===== src/rtl/core/ukia_pkg.sv =====
// Package: sizes, controller states and control/status structs of the unique key index assigner.
package ukia_pkg;

  localparam int MAX_UNIQUE  = 64;
  localparam int KEY_W       = 64;
  localparam int IDX_W       = (MAX_UNIQUE > 1) ? $clog2(MAX_UNIQUE) : 1;
  localparam int CNT_W       = $clog2(MAX_UNIQUE + 1);
  localparam int WIDE_W      = 16;
  localparam int OUT_IDX_W   = 6;
  localparam int OUT_CNT_W   = 7;
  localparam int IN_TDATA_W  = 64;
  localparam int OUT_TDATA_W = 16;

  typedef enum logic [1:0] {
    ST_IDLE,
    ST_SCAN,
    ST_DONE
  } state_e;

  typedef struct packed {
    logic load;
    logic scan;
    logic latch_hit;
    logic latch_miss;
    logic commit;
  } cmd_t;

  typedef struct packed {
    logic hit;
    logic scan_done;
    logic out_free;
  } status_t;

endpackage


===== src/rtl/core/unique_key_index_assigner_unit.sv =====
// Top level: unique key index assigner, dense index per 64-bit key in order of first appearance.
// Flow: a key is accepted in ST_IDLE; in ST_SCAN the scan reads one stored key per cycle
// from the key RAM and compares it until a hit or the end of the table; ST_DONE then commits
// the output word. A new key is accepted only after the previous word is committed, and the
// commit waits while the output word still held is not taken by m_axis_tready_i.
// Reset: entry count cleared, output empty; key RAM contents are not cleared.
module unique_key_index_assigner_unit
  import ukia_pkg::*;
(
  input  logic                   clk_i,
  input  logic                   rst_ni,
  input  logic                   s_axis_tvalid_i,
  output logic                   s_axis_tready_o,
  input  logic [IN_TDATA_W-1:0]  s_axis_tdata_i,   // [63:0] key
  input  logic                   s_axis_tuser_i,   // [0] batch_start
  output logic                   m_axis_tvalid_o,
  input  logic                   m_axis_tready_i,
  output logic [OUT_TDATA_W-1:0] m_axis_tdata_o    // [5:0] index, [6] is_new,
                                                   // [7] overflow, [14:8] unique_count
);

  cmd_t    cmd;
  status_t status;

  ukia_ctrl u_ctrl (
    .clk_i      (clk_i),
    .rst_ni     (rst_ni),
    .in_valid_i (s_axis_tvalid_i),
    .in_ready_o (s_axis_tready_o),
    .status_i   (status),
    .cmd_o      (cmd)
  );

  ukia_dp u_dp (
    .clk_i         (clk_i),
    .rst_ni        (rst_ni),
    .cmd_i         (cmd),
    .status_o      (status),
    .key_i         (s_axis_tdata_i[KEY_W-1:0]),
    .batch_start_i (s_axis_tuser_i),
    .out_valid_o   (m_axis_tvalid_o),
    .out_ready_i   (m_axis_tready_i),
    .out_data_o    (m_axis_tdata_o)
  );

endmodule


===== src/rtl/core/ukia_ram.sv =====
// Generic single-write, single-read RAM with registered read data.
module ukia_ram #(
  parameter int WIDTH = 64,
  parameter int DEPTH = 64
) (
  input  logic                     clk_i,
  input  logic                     we_i,
  input  logic [$clog2(DEPTH)-1:0] waddr_i,
  input  logic [WIDTH-1:0]         wdata_i,
  input  logic                     re_i,
  input  logic [$clog2(DEPTH)-1:0] raddr_i,
  output logic [WIDTH-1:0]         rdata_o
);

  logic [WIDTH-1:0] mem_q [DEPTH];
  logic [WIDTH-1:0] rdata_q;

  always_ff @(posedge clk_i) begin
    if (we_i) begin
      mem_q[waddr_i] <= wdata_i;
    end
    if (re_i) begin
      rdata_q <= mem_q[raddr_i];
    end
  end

  assign rdata_o = rdata_q;

endmodule


===== src/rtl/core/ukia_dp.sv =====
// Datapath: key store, sequential compare scan, entry count and output word register.
module ukia_dp
  import ukia_pkg::*;
(
  input  logic                   clk_i,
  input  logic                   rst_ni,
  input  cmd_t                   cmd_i,
  output status_t                status_o,
  input  logic [KEY_W-1:0]       key_i,
  input  logic                   batch_start_i,
  output logic                   out_valid_o,
  input  logic                   out_ready_i,
  output logic [OUT_TDATA_W-1:0] out_data_o
);

  logic [KEY_W-1:0] key_q;
  logic [CNT_W-1:0] cnt_q, cnt_d;
  logic [CNT_W-1:0] ptr_q, ptr_d;
  logic             cmp_vld_q, cmp_vld_d;
  logic [IDX_W-1:0] cmp_idx_q;
  logic [CNT_W-1:0] res_idx_q;
  logic             res_new_q, res_ovf_q;
  logic             out_valid_q, out_valid_d;
  logic [OUT_IDX_W-1:0] out_idx_q;
  logic             out_new_q, out_ovf_q;
  logic [OUT_CNT_W-1:0] out_cnt_q;

  logic             issue;
  logic             full;
  logic [KEY_W-1:0] rdata;
  logic [CNT_W-1:0] cnt_next;
  logic [WIDE_W-1:0] idx_wide, cnt_wide;

  assign full  = (cnt_q == CNT_W'(MAX_UNIQUE));
  assign issue = cmd_i.scan && (ptr_q != cnt_q);

  ukia_ram #(
    .WIDTH (KEY_W),
    .DEPTH (MAX_UNIQUE)
  ) u_store (
    .clk_i   (clk_i),
    .we_i    (cmd_i.commit && res_new_q),
    .waddr_i (cnt_q[IDX_W-1:0]),
    .wdata_i (key_q),
    .re_i    (issue),
    .raddr_i (ptr_q[IDX_W-1:0]),
    .rdata_o (rdata)
  );

  assign status_o.hit       = cmp_vld_q && (rdata == key_q);
  assign status_o.scan_done = !cmp_vld_q && (ptr_q == cnt_q);
  assign status_o.out_free  = !out_valid_q || out_ready_i;

  assign cnt_next = cnt_q + CNT_W'(res_new_q);

  always_comb begin
    ptr_d       = ptr_q;
    cmp_vld_d   = issue;
    cnt_d       = cnt_q;
    out_valid_d = out_valid_q;
    if (cmd_i.load) begin
      ptr_d     = '0;
      cmp_vld_d = 1'b0;
      if (batch_start_i) begin
        cnt_d = '0;
      end
    end else if (issue) begin
      ptr_d = ptr_q + CNT_W'(1);
    end
    if (out_valid_q && out_ready_i) begin
      out_valid_d = 1'b0;
    end
    if (cmd_i.commit) begin
      cnt_d       = cnt_next;
      out_valid_d = 1'b1;
    end
  end

  always_ff @(posedge clk_i or negedge rst_ni) begin
    if (!rst_ni) begin
      cnt_q       <= '0;
      ptr_q       <= '0;
      cmp_vld_q   <= 1'b0;
      out_valid_q <= 1'b0;
    end else begin
      cnt_q       <= cnt_d;
      ptr_q       <= ptr_d;
      cmp_vld_q   <= cmp_vld_d;
      out_valid_q <= out_valid_d;
    end
  end

  assign idx_wide = WIDE_W'(res_idx_q);
  assign cnt_wide = WIDE_W'(cnt_next);

  always_ff @(posedge clk_i) begin
    if (cmd_i.load) begin
      key_q <= key_i;
    end
    if (issue) begin
      cmp_idx_q <= ptr_q[IDX_W-1:0];
    end
    if (cmd_i.latch_hit) begin
      res_idx_q <= CNT_W'(cmp_idx_q);
      res_new_q <= 1'b0;
      res_ovf_q <= 1'b0;
    end else if (cmd_i.latch_miss) begin
      res_idx_q <= full ? '0 : cnt_q;
      res_new_q <= !full;
      res_ovf_q <= full;
    end
    if (cmd_i.commit) begin
      out_idx_q <= idx_wide[OUT_IDX_W-1:0];
      out_new_q <= res_new_q;
      out_ovf_q <= res_ovf_q;
      out_cnt_q <= cnt_wide[OUT_CNT_W-1:0];
    end
  end

  assign out_valid_o = out_valid_q;
  assign out_data_o  = {1'b0, out_cnt_q, out_ovf_q, out_new_q, out_idx_q};

endmodule


===== src/rtl/core/ukia_ctrl.sv =====
// Controller: sequences accept, key store scan, result latch and output commit.
module ukia_ctrl
  import ukia_pkg::*;
(
  input  logic    clk_i,
  input  logic    rst_ni,
  input  logic    in_valid_i,
  output logic    in_ready_o,
  input  status_t status_i,
  output cmd_t    cmd_o
);

  state_e state_q, state_d;

  always_ff @(posedge clk_i or negedge rst_ni) begin
    if (!rst_ni) begin
      state_q <= ST_IDLE;
    end else begin
      state_q <= state_d;
    end
  end

  always_comb begin
    state_d = state_q;
    unique case (state_q)
      ST_IDLE: begin
        if (in_valid_i) state_d = ST_SCAN;
      end
      ST_SCAN: begin
        if (status_i.hit || status_i.scan_done) state_d = ST_DONE;
      end
      ST_DONE: begin
        if (status_i.out_free) state_d = ST_IDLE;
      end
      default: state_d = ST_IDLE;
    endcase
  end

  always_comb begin
    cmd_o      = '0;
    in_ready_o = 1'b0;
    unique case (state_q)
      ST_IDLE: begin
        in_ready_o = 1'b1;
        cmd_o.load = in_valid_i;
      end
      ST_SCAN: begin
        cmd_o.scan       = 1'b1;
        cmd_o.latch_hit  = status_i.hit;
        cmd_o.latch_miss = !status_i.hit && status_i.scan_done;
      end
      ST_DONE: begin
        cmd_o.commit = status_i.out_free;
      end
      default: ;
    endcase
  end

endmodule

===== config.mk =====
export PLATFORM = sky130hd
export DESIGN_NAME = unique_key_index_assigner_unit
export DESIGN_NICKNAME = d
export VERILOG_FILES = /design/src/rtl/core/ukia_pkg.sv /design/src/rtl/core/unique_key_index_assigner_unit.sv /design/src/rtl/core/ukia_ram.sv /design/src/rtl/core/ukia_dp.sv /design/src/rtl/core/ukia_ctrl.sv
export SDC_FILE = /design/constraint.sdc
export NUM_CORES = 2
export LEC_CHECK = 0
export ABC_CLOCK_PERIOD_IN_PS = 6220
export BUFFER_PORTS_ARGS = -buffer_cell sky130_fd_sc_hd__buf_2
export CORE_UTILIZATION = 60
export DETAILED_ROUTE_END_ITERATION = 16
export PLACE_DENSITY = 0.76
export SETUP_SLACK_MARGIN = 0.4
export SYNTH_ARGS = -nofsm -noshare
export SYNTH_HDL_FRONTEND = slang
export SYNTH_SLANG_ARGS = --single-unit

===== constraint.sdc =====
create_clock -name clk_i -period 6.22 [get_ports clk_i]
set_clock_uncertainty 0.05 [all_clocks]
set_input_delay 1.866 -clock clk_i [delete_from_list [all_inputs] [get_ports clk_i]]
set_output_delay 1.866 -clock clk_i [all_outputs]
set_load 0.03 [all_outputs]

* Word-level counts from Yosys, hierarchy flattened *
Memories as Yosys holds them, arrays and structs flattened. A register that Yosys moved wholly into a read port is not among the register bits.
Cells that the tools add are included.

storage, ports and cells
  bits in registers = 111
  bits in latches = 0
  memory bits (writable) = 4096
  ROM bits = 0
  word-level logic and storage cells = 67
  memories = 1

memory list
  name                words  bits a word  read ports  clocked after memory_dff  wr ports  RTL line        RTL
  u_dp.u_store.mem_q  64     64           1           1                         1         ukia_ram.sv:15  logic [WIDTH-1:0] mem_q [DEPTH];

cells by class
  $add $sub $neg = 2
  multipliers = 0
  div/mod/pow operators = 0
  magnitude comparators = 0
  equal/unequal tests = 9
  shifts and indexed selects = 0
  multiplexer cells = 21
  bitwise logic cells = 0
  reduce and logical (&&, ||, !) cells = 20

operators with widths
  kind                                                    number
  equality test 64 bit                                    1
  2-to-1 mux 7 bit                                        5
  2-to-1 mux 6 bit                                        3
  nonzero test 2 bit                                      5
  2-to-1 mux 1 bit                                        8
  adder 7 x 1 -> 7 bit                                    1
  adder 7 x 1 -> 7 bit (second input constant)            1
  equality test 7 bit                                     1
  equality test 7 bit (second input constant)             1
  inequality test 7 bit                                   1
  logical AND 1 bit                                       6
  2-to-1 mux 2 bit                                        3
  case mux 2 bit (3 select lines)                         1
  zero test 1 bit                                         4
  inequality test 2 x 1 -> 1 bit (second input constant)  2
  2-to-1 mux 3 bit                                        1
  AND reduction 3 bit                                     1
  equality test 2 x 1 -> 1 bit (second input constant)    1
  equality test 2 bit (second input constant)             1
  zero test 2 bit                                         1
  logical OR 1 bit                                        2
  inequality test 2 bit (second input constant)           1
  AND reduction 2 bit                                     1

* Longest topological paths before layout *
  word-level depth = 8
  gate-level depth with buffers = 11
  depth with buffers taken out = 6

* Hierarchy *
From an unflattened synthesis, not the netlist that was laid out.

unflattened totals
  cells, all modules = 6901
  area total of the unflattened synthesis = 161681.3 um^2

by module, submodules not included
  module     times used  cells each  area each (um^2)  seq. area each (um^2)
  ukia_ram   1           6598        156989.3          124919.8
  ukia_dp    1           289         4558.1            3173.0
  ukia_ctrl  1           14          133.9             50.0

* Worst setup path before layout *
Ideal clock, no wire load.

  path type = input to register
  start point = input port m_axis_tready_i
  end point = memory u_dp.u_store.mem_q[35][0], enable pin
  setup time = 0.486 ns
  arrival = 6.075 ns
  required time = 5.684 ns
  setup slack = -0.392 ns
  cell stages on the path = 5
  cells stage by stage = nand2b_1 nor2b_1 clkbuf_1 nand4_1 nor2_1

RTL lines
  element      RTL line                              RTL
  from (decl)  unique_key_index_assigner_unit.sv:17  input logic m_axis_tready_i,
  to (decl)    ukia_ram.sv:15

* Final worst setup path *
  start point = register u_dp.key_q[53]
  end point = register u_dp.res_idx_q[1], data pin

between the ends
  word-level cells in the longest chain between the ends = 4

RTL lines
  element                 RTL line         RTL
  from (decl)             ukia_dp.sv:16    logic [KEY_W-1:0] key_q;
  from (signal assigned)  ukia_dp.sv:98    key_q <= key_i;
  equality test 64 bit    ukia_dp.sv:50    assign status_o.hit = cmp_vld_q && (rdata == key_q);
  logical AND 1 bit       ukia_dp.sv:50
  2-to-1 mux 3 bit        ukia_ctrl.sv:42  unique case (state_q)
  2-to-1 mux 6 bit        ukia_dp.sv:103   if (cmd_i.latch_hit) begin
  to (signal assigned)    ukia_dp.sv:104   res_idx_q <= CNT_W'(cmp_idx_q);
  to (signal assigned)    ukia_dp.sv:108   res_idx_q <= full ? '0 : cnt_q;
  to (decl)               ukia_dp.sv:21    logic [CNT_W-1:0] res_idx_q;

Every way passes these cells.
A chain may end at the register's enable or synchronous reset.

==> impl_results.html <==
<table>
<tr><th>Metric</th><th>Value</th></tr>
<tr><th colspan="2">STA</th></tr>
<tr><td>Final Hold Vio Count</td><td>0</td></tr>
<tr><td>Max-slew violations</td><td>0</td></tr>
<tr><td>Worst-Margin Slew</td><td>1.35 ns</td></tr>
<tr><td>Worst slew slack as a fraction of its limit</td><td>9.86%</td></tr>
<tr><td>Post-route fraction of the period consumed by the critical path</td><td>68.3%</td></tr>
<tr><td>Achievable clock frequency</td><td>235 MHz</td></tr>
<tr><td>Final Hold Slack</td><td>0.376 ns</td></tr>
<tr><td>Worst Slack Setup Final</td><td>1.97 ns</td></tr>
<tr><td>Setup repair after global routing missed its margin</td><td>false</td></tr>
<tr><td>Total of endpoints with negative setup slack in the final report</td><td>0</td></tr>
<tr><td>Fin crit period</td><td>4.25 ns</td></tr>
<tr><td>Sum of negative setup slack</td><td>0 ns</td></tr>
<tr><th colspan="2">Power and ir drop</th></tr>
<tr><td>Final Total Pwr</td><td>75.4 mW</td></tr>
<tr><td>Combinational cell fraction of total power</td><td>22.4%</td></tr>
<tr><td>Internal power</td><td>54.1 mW</td></tr>
<tr><td>Worst VDD drop</td><td>0.369 mV</td></tr>
<tr><td>Leakage</td><td>56.2 nW</td></tr>
<tr><td>Seq pwr share</td><td>45.1%</td></tr>
<tr><td>Power share of the clock group</td><td>32.5%</td></tr>
<tr><td>Switching share of power</td><td>28.3%</td></tr>
<tr><td>Power spent charging and discharging nets</td><td>21.3 mW</td></tr>
<tr><td>Pwr per Cell Area</td><td>412 nW/um2</td></tr>
<tr><th colspan="2">Routing</th></tr>
<tr><td>Routed via count</td><td>80116</td></tr>
<tr><td>Average via count per standard cell</td><td>7.11</td></tr>
<tr><td>Total Routed Length</td><td>440000 um</td></tr>
<tr><td>Detailed-router iteration count before antenna repair</td><td>6</td></tr>
<tr><td>Post-route ant nets</td><td>0</td></tr>
<tr><td>DRC violation total after the first TritonRoute iteration</td><td>13039</td></tr>
<tr><td>Detailed-route wire length per cell</td><td>39.0 um</td></tr>
<tr><td>Remaining routing DRC violations</td><td>0</td></tr>
<tr><th colspan="2">Setup path</th></tr>
<tr><td>Crit Path Max Fanout</td><td>41</td></tr>
<tr><td>Startpoint Class</td><td>flop</td></tr>
<tr><td>Reg2reg start</td><td>u_dp.key_q[53]</td></tr>
<tr><td>Worst reg2reg path depth</td><td>6</td></tr>
<tr><td>Worst path slowest cell</td><td>sky130_fd_sc_hd__edfxtp_1</td></tr>
<tr><td>Minimum setup slack among reg-to-reg paths</td><td>1.97 ns</td></tr>
<tr><td>Largest stage delay, worst path</td><td>1.25 ns</td></tr>
<tr><td>Series of cell instances along the critical path</td><td>buf_4 &gt; o2111ai_1 &gt; nor4_1 &gt; nand3_1 &gt; nor3_4 &gt; mux2_2</td></tr>
<tr><td>Data arrival time of the critical path</td><td>4.86 ns</td></tr>
<tr><td>Data required time of the worst path</td><td>6.83 ns</td></tr>
<tr><td>Nature of the critical path endpoint</td><td>flop</td></tr>
<tr><td>Critical Setup Path Class</td><td>reg -&gt; reg</td></tr>
<tr><td>Reg2reg end</td><td>u_dp.res_idx_q[1]</td></tr>
<tr><th colspan="2">Synth</th></tr>
<tr><td>Cell count after synthesis</td><td>6915</td></tr>
<tr><td>Share of synthesized area occupied by flip-flops and latches</td><td>78.6%</td></tr>
<tr><td>Syn Nets</td><td>6987</td></tr>
<tr><td>Fraction of registers with async set/reset</td><td>0.421%</td></tr>
<tr><td>Synthesized area per cell</td><td>23.6 um2</td></tr>
<tr><td>Count of flip-flops with a built-in enable after synthesis</td><td>4251</td></tr>
<tr><td>Post-synth cell types</td><td>60</td></tr>
<tr><td>Yosys warns</td><td>0</td></tr>
<tr><td>Post-Syn Area</td><td>163000 um2</td></tr>
<tr><td>Top flip-flop cell by instance count after synthesis</td><td>sky130_fd_sc_hd__edfxtp_1</td></tr>
<tr><td>Total of flip-flops plus latches after synthesis</td><td>4271</td></tr>
<tr><th colspan="2">Floorplan</th></tr>
<tr><td>IO Count</td><td>87</td></tr>
<tr><td>Die Span Y</td><td>523 um</td></tr>
<tr><td>Floorplan row count</td><td>191</td></tr>
<tr><td>Die W</td><td>523 um</td></tr>
<tr><td>Placeable core region</td><td>271000 um2</td></tr>
<tr><td>Die outline area</td><td>274000 um2</td></tr>
<tr><td>Initial cell density of the core</td><td>60.3%</td></tr>
<tr><th colspan="2">Global routing</th></tr>
<tr><td>Global-route usage over all layers</td><td>32.5%</td></tr>
<tr><td>Vias in the first global route</td><td>80128</td></tr>
<tr><td>Largest net degree at the start of global routing</td><td>101</td></tr>
<tr><td>First-pass GRT wire length</td><td>612000 um</td></tr>
<tr><td>Number of antenna violations at the first check in global routing</td><td>22</td></tr>
<tr><td>Congestion Overflow GR</td><td>0</td></tr>
<tr><th colspan="2">Cells and area</th></tr>
<tr><td>Most frequent standard cell in the layout excluding fill and tap cells</td><td>sky130_fd_sc_hd__edfxtp_1</td></tr>
<tr><td>Fillers</td><td>15849</td></tr>
<tr><td>Layout-stage area growth over the synthesis result</td><td>12.3%</td></tr>
<tr><td>Top library cells by usage in the layout, fill and taps aside</td><td>sky130_fd_sc_hd__edfxtp_1, sky130_fd_sc_hd__mux4_2, sky130_fd_sc_hd__clkbuf_16</td></tr>
<tr><td>Finished Layout Cells</td><td>11273</td></tr>
<tr><td>Total number of nets in the final design</td><td>7438</td></tr>
<tr><td>Ratio of cells with drive above 1 in the final layout</td><td>29.0%</td></tr>
<tr><td>Post-route cell area</td><td>183000 um2</td></tr>
<tr><td>Final core utilization</td><td>67.7%</td></tr>
<tr><th colspan="2">Placement</th></tr>
<tr><td>Quantity of I/O buffers inserted on ports</td><td>85</td></tr>
<tr><td>DP HPWL</td><td>246000 um</td></tr>
<tr><td>Placed standard-cell area</td><td>170000 um2</td></tr>
<tr><td>DP Worst Slack</td><td>1.37 ns</td></tr>
<tr><td>Dpl cells</td><td>10518</td></tr>
<tr><td>RD Place Congestion</td><td>0.891</td></tr>
<tr><th colspan="2">Clock tree</th></tr>
<tr><td>Buffer type at the clock tree root</td><td>sky130_fd_sc_hd__clkbuf_16</td></tr>
<tr><td>Clock tree from TritonCTS</td><td>built</td></tr>
<tr><td>CTS Hold Buffers Added</td><td>0</td></tr>
<tr><td>Number of sinks on the clock net</td><td>4271</td></tr>
<tr><td>CTS HTree Levels</td><td>5</td></tr>
<tr><td>Worst-Skew Late Latency</td><td>0.96 ns</td></tr>
<tr><td>Number of instances resized during post-cts repair</td><td>0</td></tr>
<tr><td>CTS Buffer Depth</td><td>4</td></tr>
<tr><td>Clock buffers created by TritonCTS</td><td>416</td></tr>
<tr><td>Clock slew at reported path FFs</td><td>0.06 ns</td></tr>
<tr><td>Post-CTS setup buffer count</td><td>0</td></tr>
<tr><th colspan="2">Run status</th></tr>
<tr><td>Result of the run</td><td>complete, no violations</td></tr>
<tr><th colspan="2">Hold path</th></tr>
<tr><td>Worst hold start</td><td>u_dp.res_idx_q[1]</td></tr>
<tr><td>Worst hold path class</td><td>reg -&gt; reg</td></tr>
<tr><td>Hold-critical path endpoint</td><td>u_dp.out_idx_q[1]</td></tr>
<tr><td>Count of cells along the worst hold path</td><td>0</td></tr>
<tr><th colspan="2">Run</th></tr>
<tr><td>Maxcap violations</td><td>0</td></tr>
</table>
-- state kept, by name, summed over array words and instances, names as in the netlist, 2 cells and up --
name / flops
u_dp.u_store.mem_q: 4096
u_dp.key_q: 64
u_dp.u_store.rdata_o: 64
u_dp.cnt_q: 7
u_dp.out_cnt_q: 7
u_dp.ptr_q: 7
u_dp.cmp_idx_q: 6
u_dp.out_idx_q: 6
u_dp.res_idx_q: 6
u_ctrl.state_q: 2
-- layout make-up --
| cell class | instances | area [um2] | share of cell area (%) |
|---|---|---|---|
| Sequential cell | 4271 | 128000 | 70.0 |
| Multi-Input combinational cell | 2251 | 33600 | 18.3 |
| Clock buffer | 507 | 10800 | 5.88 |
| Tap cell | 3570 | 4470 | 2.44 |
| Timing Repair Buffer | 413 | 3740 | 2.04 |
| Clock inverter | 241 | 2340 | 1.28 |
| Inverter | 13 | 56.3 | 0.0307 |
| Antenna cell | 7 | 17.5 | 0.00957 |
-- worst max-delay path, delay by kind of cell (launching register included) --
family | cells | cell delay, ns
AOI/OAI and AO/OA | 1 | 0.40
buffers and inverters | 1 | 0.54
muxes | 1 | 0.43
and+or+nand+nor | 3 | 1.27
DFF | 1 | 1.25
-- worst max path at each step --
stage                    start  slack [ns]  cells after the start                          to
2_1_floorplan  m_axis_tready_i       -0.39                      5   u_dp.u_store.mem_q[35][0]
3_5_place_dp   m_axis_tready_i        1.37                      8   u_dp.u_store.mem_q[29][1]
5_1_grt         u_dp.key_q[53]        1.89                      6           u_dp.res_idx_q[1]
3_3_place_gp   m_axis_tready_i        1.35                      8  u_dp.u_store.mem_q[29][23]
6_report        u_dp.key_q[53]        1.97                      6           u_dp.res_idx_q[1]
4_1_cts          u_dp.ptr_q[0]        2.07                      6     u_dp.u_store.rdata_o[2]
-- power by group through the flow --
stage	Combinational, mW	Sequential [mW]	Clock (mW)
floorplan	10.5	34.9	0
global placement	16.4	34.6	0
detailed placement	16.7	34.6	0
CTS	16.9	34.0	24.6
global route	17.5	34.0	25.7
finish	16.9	34.0	24.5
-- logic make-up after synthesis --
group | after synthesis | synth area share (%)
flip-flops | 4271 | 78.6
multiplexers | 1396 | 17.0
AND/OR/NAND/NOR | 361 | 1.09
XOR/XNOR | 64 | 0.344
other | 1 | 0.00230
buffers and inverters | 393 | 1.19
adder cells (fa/ha/maj) | 3 | 0.0230
AO/OA/AOI/OAI | 426 | 1.82
-- per-layer routing --
| layer | share of wire (%) | vias to the layer above | global-route usage [%] |
|---|---|---|---|
| li1 | - | 30505 | - |
| met1 | 34 | 41912 | 44.1 |
| met2 | 47 | 6571 | 50.0 |
| met3 | 13 | 1122 | 7.86 |
| met4 | 6.2 | 6 | 16.7 |
| met5 | 0.0086 | - | 0 |
-- cells in the mapped netlist, drive strengths merged (4+ instances only) --
cell type	instances	area share [%]
edfxtp	4251	78
a221o	6	0.037
inv	12	0.028
nand3	9	0.028
nor3	5	0.022
nor4	7	0.027
mux2i	239	1.5
xor2	10	0.054
o2111ai	5	0.027
o22ai	35	0.13
o221ai	24	0.16
nand2b	16	0.061
nand4	17	0.065
mux4	1088	15
a22o	14	0.075
xnor2	54	0.29
a221oi	6	0.032
o2bb2ai	7	0.038
nor2b	81	0.31
buf	229	0.81
o211ai	21	0.097
nand2	73	0.17
a21oi	119	0.37
clkbuf	151	0.35
a31oi	4	0.015
and2	20	0.077
dfrtp	18	0.28
a22oi	29	0.15
mux2	69	0.48
a211oi	109	0.50
nor2	121	0.28
o21ai	31	0.095
Note: power is estimated with default switching activity, not from simulation.
